File: config.mk
export PLATFORM = sky130hd
export DESIGN_NAME = one_wire_rom_search
export DESIGN_NICKNAME = d
export VERILOG_FILES = /design/src/sv/ows_pkg.sv /design/src/sv/ows_core.sv /design/src/sv/ows_skid.sv /design/src/sv/one_wire_rom_search.sv
export VERILOG_INCLUDE_DIRS = /design/src /design/src/sv
export SDC_FILE = /design/constraint.sdc
export NUM_CORES = 1
export LEC_CHECK = 0
export ABC_AREA = 1
export ABC_CLOCK_PERIOD_IN_PS = 8200
export BUFFER_PORTS_ARGS = -buffer_cell sky130_fd_sc_hd__buf_2
export CORE_MARGIN = 4
export CORE_UTILIZATION = 60
export CTS_CLUSTER_DIAMETER = 50
export DETAILED_ROUTE_END_ITERATION = 12
export PLACE_DENSITY = 0.87
export SLEW_MARGIN = 5
export SYNTH_ARGS = -nofsm -noshare
export SYNTH_HDL_FRONTEND = slang
export SYNTH_SLANG_ARGS = --single-unit
File: constraint.sdc
create_clock -name i_clk -period 8.2 [get_ports i_clk]
set_input_delay 0.41 -clock i_clk [delete_from_list [all_inputs] [get_ports i_clk]]
set_output_delay 0.41 -clock i_clk [all_outputs]
set_load 0.005 [all_outputs]
File: src/sv/one_wire_rom_search_macros.svh
// ---------------------------------------------------------------------------
// One-wire ROM search assertion macros
// Concurrent assertion wrappers shared by the ROM search RTL; they compile
// to nothing when ASSERT_OFF is defined.
// ---------------------------------------------------------------------------
`ifndef ONE_WIRE_ROM_SEARCH_MACROS_SVH
`define ONE_WIRE_ROM_SEARCH_MACROS_SVH

`ifndef ASSERT_OFF
// condition holds at every clock edge out of reset
`define OWS_ASSERT_ALWAYS(label, clk, rst_n, cond) \
    label: assert property (@(posedge clk) disable iff (!rst_n) (cond)) \
        else $error("ows assertion failed");
// consequent holds in the cycle after the antecedent
`define OWS_ASSERT_NEXT(label, clk, rst_n, ante, cons) \
    label: assert property (@(posedge clk) disable iff (!rst_n) (ante) |=> (cons)) \
        else $error("ows assertion failed");
`else
`define OWS_ASSERT_ALWAYS(label, clk, rst_n, cond)
`define OWS_ASSERT_NEXT(label, clk, rst_n, ante, cons)
`endif

`endif

File: src/sv/ows_pkg.sv
// ---------------------------------------------------------------------------
// One-wire ROM search package
// Item types, opcodes, status codes and sizing constants for the search.
// ---------------------------------------------------------------------------
`default_nettype none

package ows_pkg;

    // number of independent buses with their own search state
    localparam int NUM_BUSES = 4;
    localparam int BUS_IDX_W = (NUM_BUSES > 1) ? $clog2(NUM_BUSES) : 1;

    localparam int ROM_BITS  = 64;
    localparam int POS_W     = 7;
    localparam int ROM_IDX_W = 6;

    // last ROM position of a pass
    localparam logic [POS_W-1:0] LAST_POS  = 7'(ROM_BITS);
    localparam logic [POS_W-1:0] FIRST_POS = 7'd1;

    typedef logic [BUS_IDX_W-1:0] t_bus_idx;
    typedef logic [POS_W-1:0]     t_pos;
    typedef logic [ROM_BITS-1:0]  t_rom;

    typedef enum logic [1:0] {
        OP_FIRST  = 2'd0,
        OP_NEXT   = 2'd1,
        OP_PAIR   = 2'd2,
        OP_UNUSED = 2'd3
    } t_opcode;

    typedef enum logic [2:0] {
        ST_SEND     = 3'd0,
        ST_ENDED    = 3'd1,
        ST_BIT      = 3'd2,
        ST_COMPLETE = 3'd3,
        ST_ABORTED  = 3'd4,
        ST_IGNORED  = 3'd5
    } t_status;

    typedef struct packed {
        t_opcode    opcode;
        logic [1:0] bus;
        logic       no_presence;
        logic       id_bit;
        logic       complement_bit;
    } t_in_item;

    typedef struct packed {
        t_status    status;
        logic       write_bit;
        logic       found;
        t_rom       rom_code;
        logic       last_device;
    } t_out_item;

endpackage

`default_nettype wire

File: src/sv/ows_core.sv
// ---------------------------------------------------------------------------
// One-wire ROM search decision core
// Holds per-bus search state and resolves one item per accepted cycle into
// its result: start handling, direction bit choice, abort and end-of-pass update.
// ---------------------------------------------------------------------------
`default_nettype none

`include "one_wire_rom_search_macros.svh"

module ows_core (
    input  wire                  i_clk,
    input  wire                  i_rst_n,
    input  wire                  i_accept,
    input  ows_pkg::t_in_item    i_item,
    output ows_pkg::t_out_item   o_result
);

    // per-bus state
    ows_pkg::t_rom     r_rom       [ows_pkg::NUM_BUSES];
    ows_pkg::t_pos     r_last_disc [ows_pkg::NUM_BUSES];
    logic              r_done      [ows_pkg::NUM_BUSES];

    // running search state
    ows_pkg::t_pos     r_marker;
    ows_pkg::t_pos     r_bit_pos;
    logic              r_active;
    ows_pkg::t_bus_idx r_active_bus;

    ows_pkg::t_pos     n_marker;
    ows_pkg::t_pos     n_bit_pos;
    logic              n_active;
    ows_pkg::t_bus_idx n_active_bus;

    logic              wr_en;
    ows_pkg::t_rom     wr_rom;
    ows_pkg::t_pos     wr_last_disc;
    logic              wr_done;

    logic              is_start;
    logic              bus_ok;
    ows_pkg::t_bus_idx rd_idx;
    ows_pkg::t_rom     cur_rom;
    ows_pkg::t_pos     cur_last_disc;
    logic              cur_done;
    ows_pkg::t_pos     pos_m1;
    ows_pkg::t_rom     bit_mask;
    logic              done_eff;
    logic              dir_bit;
    ows_pkg::t_pos     marker_upd;
    ows_pkg::t_rom     rom_upd;

    // select the bus whose state this item reads and writes
    assign is_start = (i_item.opcode == ows_pkg::OP_FIRST) ||
                      (i_item.opcode == ows_pkg::OP_NEXT);
    assign bus_ok   = (int'(i_item.bus) < ows_pkg::NUM_BUSES);
    assign rd_idx   = (is_start && bus_ok) ? ows_pkg::t_bus_idx'(i_item.bus) : r_active_bus;

    assign cur_rom       = r_rom[rd_idx];
    assign cur_last_disc = r_last_disc[rd_idx];
    assign cur_done      = r_done[rd_idx];

    // bit mask for the current ROM position
    assign pos_m1   = r_bit_pos - ows_pkg::FIRST_POS;
    assign bit_mask = ows_pkg::t_rom'(1) << pos_m1[ows_pkg::ROM_IDX_W-1:0];

    // direction bit: from the pair, or on a conflict from the last discrepancy
    always_comb begin
        if (i_item.id_bit != i_item.complement_bit) begin
            dir_bit = i_item.id_bit;
        end else if (r_bit_pos < cur_last_disc) begin
            dir_bit = |(cur_rom & bit_mask);
        end else begin
            dir_bit = (r_bit_pos == cur_last_disc);
        end
    end

    assign marker_upd = (!i_item.id_bit && !i_item.complement_bit && !dir_bit) ?
                        r_bit_pos : r_marker;
    assign rom_upd    = (cur_rom & ~bit_mask) | (dir_bit ? bit_mask : '0);
    assign done_eff   = (i_item.opcode == ows_pkg::OP_FIRST) ? 1'b0 : cur_done;

    // resolve the item into next state and result
    always_comb begin
        n_marker     = r_marker;
        n_bit_pos    = r_bit_pos;
        n_active     = r_active;
        n_active_bus = r_active_bus;
        wr_en        = 1'b0;
        wr_rom       = cur_rom;
        wr_last_disc = cur_last_disc;
        wr_done      = cur_done;

        o_result.status      = ows_pkg::ST_IGNORED;
        o_result.write_bit   = 1'b0;
        o_result.found       = 1'b0;
        o_result.rom_code    = cur_rom;
        o_result.last_device = cur_done;

        case (i_item.opcode)
            ows_pkg::OP_FIRST, ows_pkg::OP_NEXT: begin
                if (bus_ok) begin
                    n_active_bus = ows_pkg::t_bus_idx'(i_item.bus);
                    wr_en        = 1'b1;
                    wr_done      = done_eff;
                    if (i_item.opcode == ows_pkg::OP_FIRST) begin
                        wr_last_disc = '0;
                    end
                    o_result.last_device = done_eff;
                    if (i_item.no_presence || done_eff) begin
                        wr_last_disc    = '0;
                        n_active        = 1'b0;
                        o_result.status = ows_pkg::ST_ENDED;
                    end else begin
                        n_bit_pos       = ows_pkg::FIRST_POS;
                        n_marker        = '0;
                        n_active        = 1'b1;
                        o_result.status = ows_pkg::ST_SEND;
                    end
                end
            end
            ows_pkg::OP_PAIR: begin
                if (r_active) begin
                    wr_en = 1'b1;
                    if (i_item.id_bit && i_item.complement_bit) begin
                        // no device answered: abort
                        wr_last_disc    = '0;
                        n_active        = 1'b0;
                        o_result.status = ows_pkg::ST_ABORTED;
                    end else begin
                        wr_rom             = rom_upd;
                        n_marker           = marker_upd;
                        o_result.rom_code  = rom_upd;
                        o_result.write_bit = dir_bit;
                        if (r_bit_pos == ows_pkg::LAST_POS) begin
                            wr_last_disc         = marker_upd;
                            wr_done              = (marker_upd == '0);
                            n_active             = 1'b0;
                            n_bit_pos            = ows_pkg::FIRST_POS;
                            o_result.status      = ows_pkg::ST_COMPLETE;
                            o_result.found       = |rom_upd;
                            o_result.last_device = (marker_upd == '0);
                        end else begin
                            n_bit_pos       = r_bit_pos + ows_pkg::FIRST_POS;
                            o_result.status = ows_pkg::ST_BIT;
                        end
                    end
                end
            end
            default: begin
            end
        endcase
    end

    // hold search state, update on accepted items
    always_ff @(posedge i_clk) begin
        if (!i_rst_n) begin
            for (int i = 0; i < ows_pkg::NUM_BUSES; i++) begin
                r_rom[i]       <= '0;
                r_last_disc[i] <= '0;
                r_done[i]      <= 1'b0;
            end
            r_marker     <= '0;
            r_bit_pos    <= ows_pkg::FIRST_POS;
            r_active     <= 1'b0;
            r_active_bus <= '0;
        end else if (i_accept) begin
            if (wr_en) begin
                r_rom[rd_idx]       <= wr_rom;
                r_last_disc[rd_idx] <= wr_last_disc;
                r_done[rd_idx]      <= wr_done;
            end
            r_marker     <= n_marker;
            r_bit_pos    <= n_bit_pos;
            r_active     <= n_active;
            r_active_bus <= n_active_bus;
        end
    end

    `OWS_ASSERT_ALWAYS(a_pos_range, i_clk, i_rst_n,
        (r_bit_pos != '0) && (r_bit_pos <= ows_pkg::LAST_POS))
    `OWS_ASSERT_ALWAYS(a_marker_behind, i_clk, i_rst_n, !r_active || (r_marker < r_bit_pos))
    `OWS_ASSERT_NEXT(a_complete_disarms, i_clk, i_rst_n,
        i_accept && (o_result.status == ows_pkg::ST_COMPLETE),
        !r_active && (r_bit_pos == ows_pkg::FIRST_POS))

endmodule

`default_nettype wire

File: src/sv/ows_skid.sv
// ---------------------------------------------------------------------------
// One-wire ROM search result buffer
// Two-entry output register with skid stage; decouples the result stall
// from item acceptance.
// ---------------------------------------------------------------------------
`default_nettype none

`include "one_wire_rom_search_macros.svh"

module ows_skid (
    input  wire                  i_clk,
    input  wire                  i_rst_n,
    input  wire                  i_push,
    input  ows_pkg::t_out_item   i_item,
    output logic                 o_full,
    output logic                 o_valid,
    input  wire                  i_stall,
    output ows_pkg::t_out_item   o_item
);

    logic               r_main_valid;
    logic               r_skid_valid;
    ows_pkg::t_out_item r_main;
    ows_pkg::t_out_item r_skid;
    logic               pop;

    assign pop     = r_main_valid && !i_stall;
    assign o_full  = r_skid_valid;
    assign o_valid = r_main_valid;
    assign o_item  = r_main;

    // control: advance the main slot, park in skid when main is held
    always_ff @(posedge i_clk) begin
        if (!i_rst_n) begin
            r_main_valid <= 1'b0;
            r_skid_valid <= 1'b0;
        end else if (pop) begin
            if (r_skid_valid) begin
                r_skid_valid <= 1'b0;
            end else begin
                r_main_valid <= i_push;
            end
        end else if (i_push) begin
            if (r_main_valid) begin
                r_skid_valid <= 1'b1;
            end else begin
                r_main_valid <= 1'b1;
            end
        end
    end

    // payload: move items between slots
    always_ff @(posedge i_clk) begin
        if (pop) begin
            r_main <= r_skid_valid ? r_skid : i_item;
        end else if (i_push) begin
            if (r_main_valid) begin
                r_skid <= i_item;
            end else begin
                r_main <= i_item;
            end
        end
    end

    `OWS_ASSERT_ALWAYS(a_skid_needs_main, i_clk, i_rst_n, !r_skid_valid || r_main_valid)
    `OWS_ASSERT_NEXT(a_no_push_when_full, i_clk, i_rst_n, r_skid_valid && !pop, r_skid_valid)

endmodule

`default_nettype wire

File: src/sv/one_wire_rom_search.sv
// ---------------------------------------------------------------------------
// One-wire ROM search engine, top level
// The decision core is combinational; each result is registered into the
// two-entry result buffer, main slot or skid slot while main is held,
// absorbing output stalls. Throughput: one item per cycle unless it is full.
// Reset: synchronous, active low; all buses clear ROM, last discrepancy and
// done flag, the search is disarmed and the result buffer empties.
// ---------------------------------------------------------------------------
`default_nettype none

module one_wire_rom_search (
    input  wire                  i_clk,
    input  wire                  i_rst_n,
    input  wire                  i_in_valid,
    output logic                 o_in_stall,
    input  ows_pkg::t_in_item    i_in_item,
    output logic                 o_out_valid,
    input  wire                  i_out_stall,
    output ows_pkg::t_out_item   o_out_item
);

    logic               accept;
    logic               buf_full;
    ows_pkg::t_out_item result;

    // take an item whenever the result buffer has room
    assign o_in_stall = buf_full;
    assign accept     = i_in_valid && !buf_full;

    ows_core u_core (
        .i_clk    (i_clk),
        .i_rst_n  (i_rst_n),
        .i_accept (accept),
        .i_item   (i_in_item),
        .o_result (result)
    );

    ows_skid u_skid (
        .i_clk   (i_clk),
        .i_rst_n (i_rst_n),
        .i_push  (accept),
        .i_item  (result),
        .o_full  (buf_full),
        .o_valid (o_out_valid),
        .i_stall (i_out_stall),
        .o_item  (o_out_item)
    );

endmodule

`default_nettype wire
==> results.md, run 1 <==
- Status: finished, final reports clean
- M2 GR Usage: 53.0%
- Floorplan core area: 0.0386 sq mm
- DRT Pass-1 Iters: 8
- Min Tclk post-route: 6100 ps
- Average size of a mapped cell: 8.34 sq um
- Most frequent cells in the layout: nand2_1, nor2_1, inv_1
- Final net count: 2857
- Share of post-route cells with drive strength above 1: 9.23%
- Worst path arrival time: 6410 ps
- M1 GR Usage: 41.5%
- Worst-Skew Late Latency: 600 ps
- # rows: 72
- Worst slew pin tran: 1070 ps
- Drt via density: 5.69
- Placer Congestion: 0.981
- R2R Setup Slk: 2100 ps
- Most common cell after layout, fill and taps aside: nand2_1
- Fillers: 2955
- Seq/Total Area, Yosys: 56.4%
- Met3 Use GR: 5.80%
- Total wire length: 67.1 mm
- P_leak: 11.5 nW
- I/O pins: 83
- All-Layer GR Usage: 31.7%
- Crit path capture: u_skid.o_item[65]$_DFFE_PP_
- RSZ-0062 raised after global routing: no
- TritonCTS clock tree: done
- Total CTS buffers: 48
- Die Ht: 205 microns
- Per-cell routed wire length: 19.8 microns
- Antenna diode count: 0
- Worst-path fanout max: 63
- Crit. End Element: register
- Post-cts resize count: 0
- Post-DP HPWL: 42.3 mm
- Worst-case vdd ir drop: 220 uV
- First-pass GRT wire length: 103 mm
- Max_slew headroom: 28.7%
- Final-report hold violation count: 0
- EDFF count, synth: 425
- Final Max Tran Viols: 0
- Initial core utilization: 60.5%
- Fmax: 0.164 GHz
- Largest net degree at the start of global routing: 89
- Cts hold-fix bufs: 0
- Syn. warnings: 0
- Mapped cell area: 0.0234 sq mm
- H-tree depth: 2
- Number of max-cap violations: 0
- Worst setup SP type: register
- Top FF cell, synth: edfxtp_1
- Net Count, Synth: 2832
- FF-to-FF Start: u_core.r_active_bus[0]$_SDFFE_PN0P_
- Area Overhead vs Synth: 9.72%
- Clk root buf: clkbuf_16
- Final period utilization: 74.4%
- Total setup buffers inserted after CTS: 0
- Sink Count: 447
- Vias: 19.3k
- Worst-path clk slew: 60 ps
- FF+latch count, synth: 447
- Async S/R FF share, synth: 0%
- CP startpoint: u_core.r_active_bus[0]$_SDFFE_PN0P_
- PD cells: 224 mW/mm^2
- TNS Setup: 0 ps
- Netlist cell types: 40
- R2r worst-path depth: 24
- Critical setup path kind: register to register
- DIE WIDTH: 205 microns
- Final setup violation count: 0
- Hold WS: 153 ps
- Initial antenna violation count: 0
- Hold path depth: 3
- Reg-to-reg critical path endpoint: u_skid.o_item[65]$_DFFE_PP_
- Drt initial violations: 2655
- Setup Skew: 30.9 ps
- PortBufs: 82
- Critical Path RT: 8510 ps
- Clock buffer depth: 3
- Routed Antenna Nets: 0
- Die area: 0.0422 sq mm
- DR DRC count: 0
- Vias in the first global route: 19.0k
- Layer with the highest usage: met2
- Overflow after GRT: 0
- Hold Crit Class: primary input to register
- Synthesized netlist cell count: 2806
## cell usage after synthesis, types with 2 or more instances
cell type    n  share of area (%)
buf_4       14               0.45
nand4_1      3              0.080
edfxtp_1   425                 55
o21ai_0     97                2.1
dfxtp_1     22                1.9
xor2_1       2              0.075
or2_2       56                1.5
clkbuf_1    68                1.1
nor3_1       6               0.13
inv_2        4              0.064
o21ai_1     25               0.53
clkinv_1     5              0.080
nand3_1    264                5.6
a211oi_1     7               0.22
nor2_1     458                7.3
o22a_1       3               0.11
o22ai_1      3              0.080
ha_1        15               0.80
a21oi_1     53                1.1
nand2_2      6               0.16
buf_1       10               0.16
o21ai_2      4               0.15
nand3b_1    17               0.55
o21a_1       7               0.22
inv_1      446                7.2
o221ai_1     8               0.30
a22oi_1      2              0.064
nand2_4      3               0.14
buf_2       30               0.64
a31oi_1      3              0.080
o211ai_1     9               0.29
buf_6        9               0.43
nand2_1    715                 11
## state kept, by name, indices dropped and copies added (netlist names)
| signal | flops |
|---|---|
| u_core.r_rom | 256 |
| u_skid.o_item | 70 |
| u_skid.r_skid | 70 |
| u_core.r_last_disc | 28 |
| u_core.r_bit_pos | 7 |
| u_core.r_marker | 7 |
| u_core.r_done | 4 |
| u_core.r_active_bus | 2 |
| u_core.r_active | 1 |
| u_skid.o_full | 1 |
| u_skid.o_valid | 1 |
## worst min-delay path by stage
stage,to,start
after floorplan,u_core.r_done[2]$_DFF_P_,u_core.r_done[2]$_DFF_P_
after global placement,u_core.r_marker[6]$_SDFFE_PN0P_,u_core.r_marker[6]$_SDFFE_PN0P_
after detailed placement,u_core.r_marker[6]$_SDFFE_PN0P_,u_core.r_marker[6]$_SDFFE_PN0P_
after CTS,u_core.r_active_bus[1]$_SDFFE_PN0P_,i_in_item[4]
after global routing,u_core.r_active_bus[1]$_SDFFE_PN0P_,i_in_item[4]
final,u_core.r_active_bus[1]$_SDFFE_PN0P_,i_in_item[4]
## report_power, final
part | switching (mW) | leakage (nW) | internal, mW
clock | 0.898 | 0.752 | 1.24
sequential | 0.0388 | 4.47 | 2.67
combinational | 0.678 | 6.25 | 0.236
total | 1.62 | 11.5 | 4.15
## cell families after synthesis
family                     count (synthesis)  share of synthesized area, %
and+or+nand+nor                         1531                          27.2
buffers and inverters                    587                          10.1
DFF                                      447                          56.4
AOI/OAI and AO/OA                        223                          5.35
adders and majority gates                 15                         0.802
xor gates and xnor gates                   3                         0.144
## final cells by class
type                       count  area [sq um]  share of cell area, %
tap                          518           648                   2.52
inverter                     456          1720                   6.70
multi-input combinational   1772          7950                   31.0
timing repair buffer         106           603                   2.35
clock inverter                23           213                  0.828
clock buffer                  67          1330                   5.20
sequential                   447         13200                   51.4
## per-stage QoR
stage | utilization (%) | cells | cell area, sq um | power (mW) | setup WS [ps]
6_report | 66.4 | 3389 | 25700 | 5.76 | 2100
5_1_grt | 66.4 | 3389 | 25700 | 5.98 | 1730
4_1_cts | 66.4 | 3389 | 25700 | 5.76 | 2260
3_5_place_dp | 62.4 | 3299 | 24100 | 3.65 | 1930
3_3_place_gp | 62.4 | 3299 | 24100 | 3.61 | 2070
2_1_floorplan | - | 2806 | 23400 | 3.36 | 1200
## layer usage
layer / wire [microns] / vias up
met5: 0 / -
met4: 2760 / 0
met3: 6580 / 217
met2: 32100 / 1143
met1: 25600 / 8963
li1: - / 8970
## worst max-delay path: stages, from the launching register on
cell and delay, ps:
dfxtp_1 380, inv_1 80, nand2_1 100, nand2_4 410, nor2_1 440, clkinv_1 440, o221ai_1 500, ha_1 340
nand2_1 100, inv_1 40, nand4_1 80, o211ai_1 140, nor3_1 230, nand2_1 110, o21bai_4 540, buf_4 410
nand2_4 260, o21ai_0 430, nand2_1 90, nor2_1 130, nand2_1 60, nor2_1 80, nand2_1 90, o21ai_1 170
a21oi_1 90
Power figures use the tool's default switching activity.
==> inputs of run 2 (changes only) <==
Settings changed: ABC_CLOCK_PERIOD_IN_PS 8200 to 5700.
Clock period 8.2 ns to 5.7 ns, I/O delays scaled along.
==> run 2 against run 1 <==
  * Utilization up 0.19 points
  * Clock skew down 10 ps
  * Power up 43%
  * Worst setup slack worse by 1500 ps
  * Clock-buffer cell count down 10
  * Register-to-register slack worse by 1500 ps
  * Critical path depth down 2
  * Sequential power up 44%
  * Design area up 0.28%
  * Critical path type unchanged
  * Largest cell class unchanged
==> results.md, run 2 (synthesis results as in run 1) <==
- Worst-path fanout max: 19
- Setup Skew: 20.8 ps
- Fmax: 0.195 GHz
- Worst Slack Setup Final: 580 ps
- Area Overhead vs Synth: 10.0%
- First-pass GRT wire length: 104 mm
- Number of max-cap violations: 0
- P_leak: 11.5 nW
- Register Area: 0.0132 sq mm
- Most flops, register: u_core.r_rom
- Overflow after GRT: 0
- Die Ht: 205 microns
- Most frequent cells in the layout: nand2_1, nor2_1, inv_1
- Per-cell routed wire length: 19.7 microns
- Total setup buffers inserted after CTS: 0
- Flop pwr share: 47.4%
- Fillers: 2987
- Hold path depth: 3
- Pre-CTS setup slack: 554 ps
- Largest net degree at the start of global routing: 72
- Hold_sp: i_in_item[3]
- R2R Setup Slk: 580 ps
- RSZ-0062 raised after global routing: no
- Clock buffer depth: 3
- Worst-case vdd ir drop: 295 uV
- Total CTS buffers: 47
- FF-to-FF Start: u_core.r_active_bus[1]$_SDFFE_PN0P_
- Routed Antenna Nets: 0
- Die area: 0.0422 sq mm
- Critical setup path kind: register to register
- Sink Count: 447
- DR DRC count: 0
- Worst-path clk slew: 60 ps
- Final period utilization: 89.8%
- DIE WIDTH: 205 microns
- Clk root buf: clkbuf_16
- Cell-internal power: 5.90 mW
- DRT Pass-1 Iters: 7
- Critical Path RT: 5990 ps
- Vias: 19.2k
- Combinational Power Share: 16.1%
- Placer Congestion: 0.999
- Cts hold-fix bufs: 1
- Reg-to-reg critical path endpoint: u_skid.o_item[65]$_DFFE_PP_
- Floorplan core area: 0.0386 sq mm
- Hold Crit Class: primary input to register
- Post-cts resize count: 0
- Status: finished, final reports clean
- H-tree depth: 2
- # rows: 72
- Clk pwr share: 36.6%
- Drt initial violations: 2289
- Post-DP HPWL: 42.9 mm
- Worst slew pin tran: 1190 ps
- PortBufs: 82
- PD cells: 320 mW/mm^2
- Total wire length: 66.9 mm
- Worst-Skew Late Latency: 590 ps
- Worst setup SP type: register
- Final setup violation count: 0
- Share of post-route cells with drive strength above 1: 9.39%
- Final Max Tran Viols: 0
- All-Layer GR Usage: 31.9%
- Crit. End Element: register
- I/O pins: 83
- Vias in the first global route: 18.9k
- Max reg flops: 256
- Most common cell after layout, fill and taps aside: nand2_1
- Final net count: 2864
- Max_slew headroom: 21.0%
- Initial antenna violation count: 0
- Worst path arrival time: 5420 ps
- Multi-input logic area: 0.00795 sq mm
- Hold worst-path end: u_core.r_active_bus[0]$_SDFFE_PN0P_
- TNS Setup: 0 ps
- Sw frac: 28.2%
- Min Tclk post-route: 5120 ps
- Antenna diode count: 0
- Final-report hold violation count: 0
- Initial core utilization: 60.5%
- R2r worst-path depth: 22
- NetSw: 2.32 mW
- TritonCTS clock tree: done
- Drt via density: 5.67
run 2: cell types whose count changed in the layout (fill, tap and decap cells not counted), sizes merged:
cell,change
clkbuf,-10
clkinv,+13
inv,-6
dlygate4sd3,+1
buf,+7
run 2: worst max path at each step:
stage,from,end,slack (ps)
floorplan,i_in_item[6],u_core.r_done[3]$_DFFE_PP_,780
global placement,i_in_item[6],u_skid.o_item[65]$_DFFE_PP_,570
detailed placement,i_in_item[6],u_skid.o_item[65]$_DFFE_PP_,550
CTS,u_core.r_active_bus[1]$_SDFFE_PN0P_,u_skid.o_item[65]$_DFFE_PP_,750
global route,u_core.r_active_bus[1]$_SDFFE_PN0P_,u_skid.o_item[65]$_DFFE_PP_,230
finish,u_core.r_active_bus[1]$_SDFFE_PN0P_,u_skid.o_item[65]$_DFFE_PP_,580
run 2: power groups by stage:
stage	combinational [mW]	sequential, mW	clock, mW
2_1_floorplan	0.846	3.98	0
3_3_place_gp	1.25	3.96	0
3_5_place_dp	1.29	3.96	0
4_1_cts	1.30	3.90	3.02
5_1_grt	1.46	3.91	3.16
6_report	1.32	3.90	3.01
run 2: area by class of cell:
type | instances | area share (%)
well taps | 518 | 2.52
flip-flops and latches | 447 | 51.3
clock buffers | 57 | 4.88
inverters | 456 | 6.68
repair buffers | 114 | 2.78
multi-input cells | 1772 | 30.9
clock inverters | 30 | 0.977
run 2: stage by stage:
step	instance area, sq um	power [mW]	util, %	std cells	hold slack (ps)
after floorplan	23400	4.82	-	2806	440
after global placement	24200	5.21	62.7	3306	454
after detailed placement	24200	5.25	62.7	3306	453
after CTS	25700	8.21	66.6	3394	7.25
after global routing	25700	8.53	66.6	3394	39.4
final	25700	8.23	66.6	3394	41.4
run 2: routing by layer:
| metal | global-route usage, % | part of all wire [%] | up-vias |
|---|---|---|---|
| li1 | - | - | 8981 |
| met1 | 42.5 | 39 | 8961 |
| met2 | 53.0 | 48 | 1110 |
| met3 | 5.37 | 9.9 | 178 |
| met4 | 12.0 | 3.5 | 0 |
| met5 | 0 | 0 | - |
run 2: critical path, stage by stage, from the launching register on:
cell and delay [ps]:
dfxtp_1 310, inv_1 90, o21ai_4 570, nand2_1 600
o22a_1 390, nand2_1 120, ha_1 280, a21oi_1 130
o21ai_0 120, nand4_1 90, o211ai_1 130, nor3_1 210
nand2_1 110, o21bai_4 210, nand2_4 210, o21bai_1 490
nand2_1 110, nor2_1 110, nand2_1 60, nor2_1 90
nand2_1 100, o21ai_1 180, a21oi_1 90
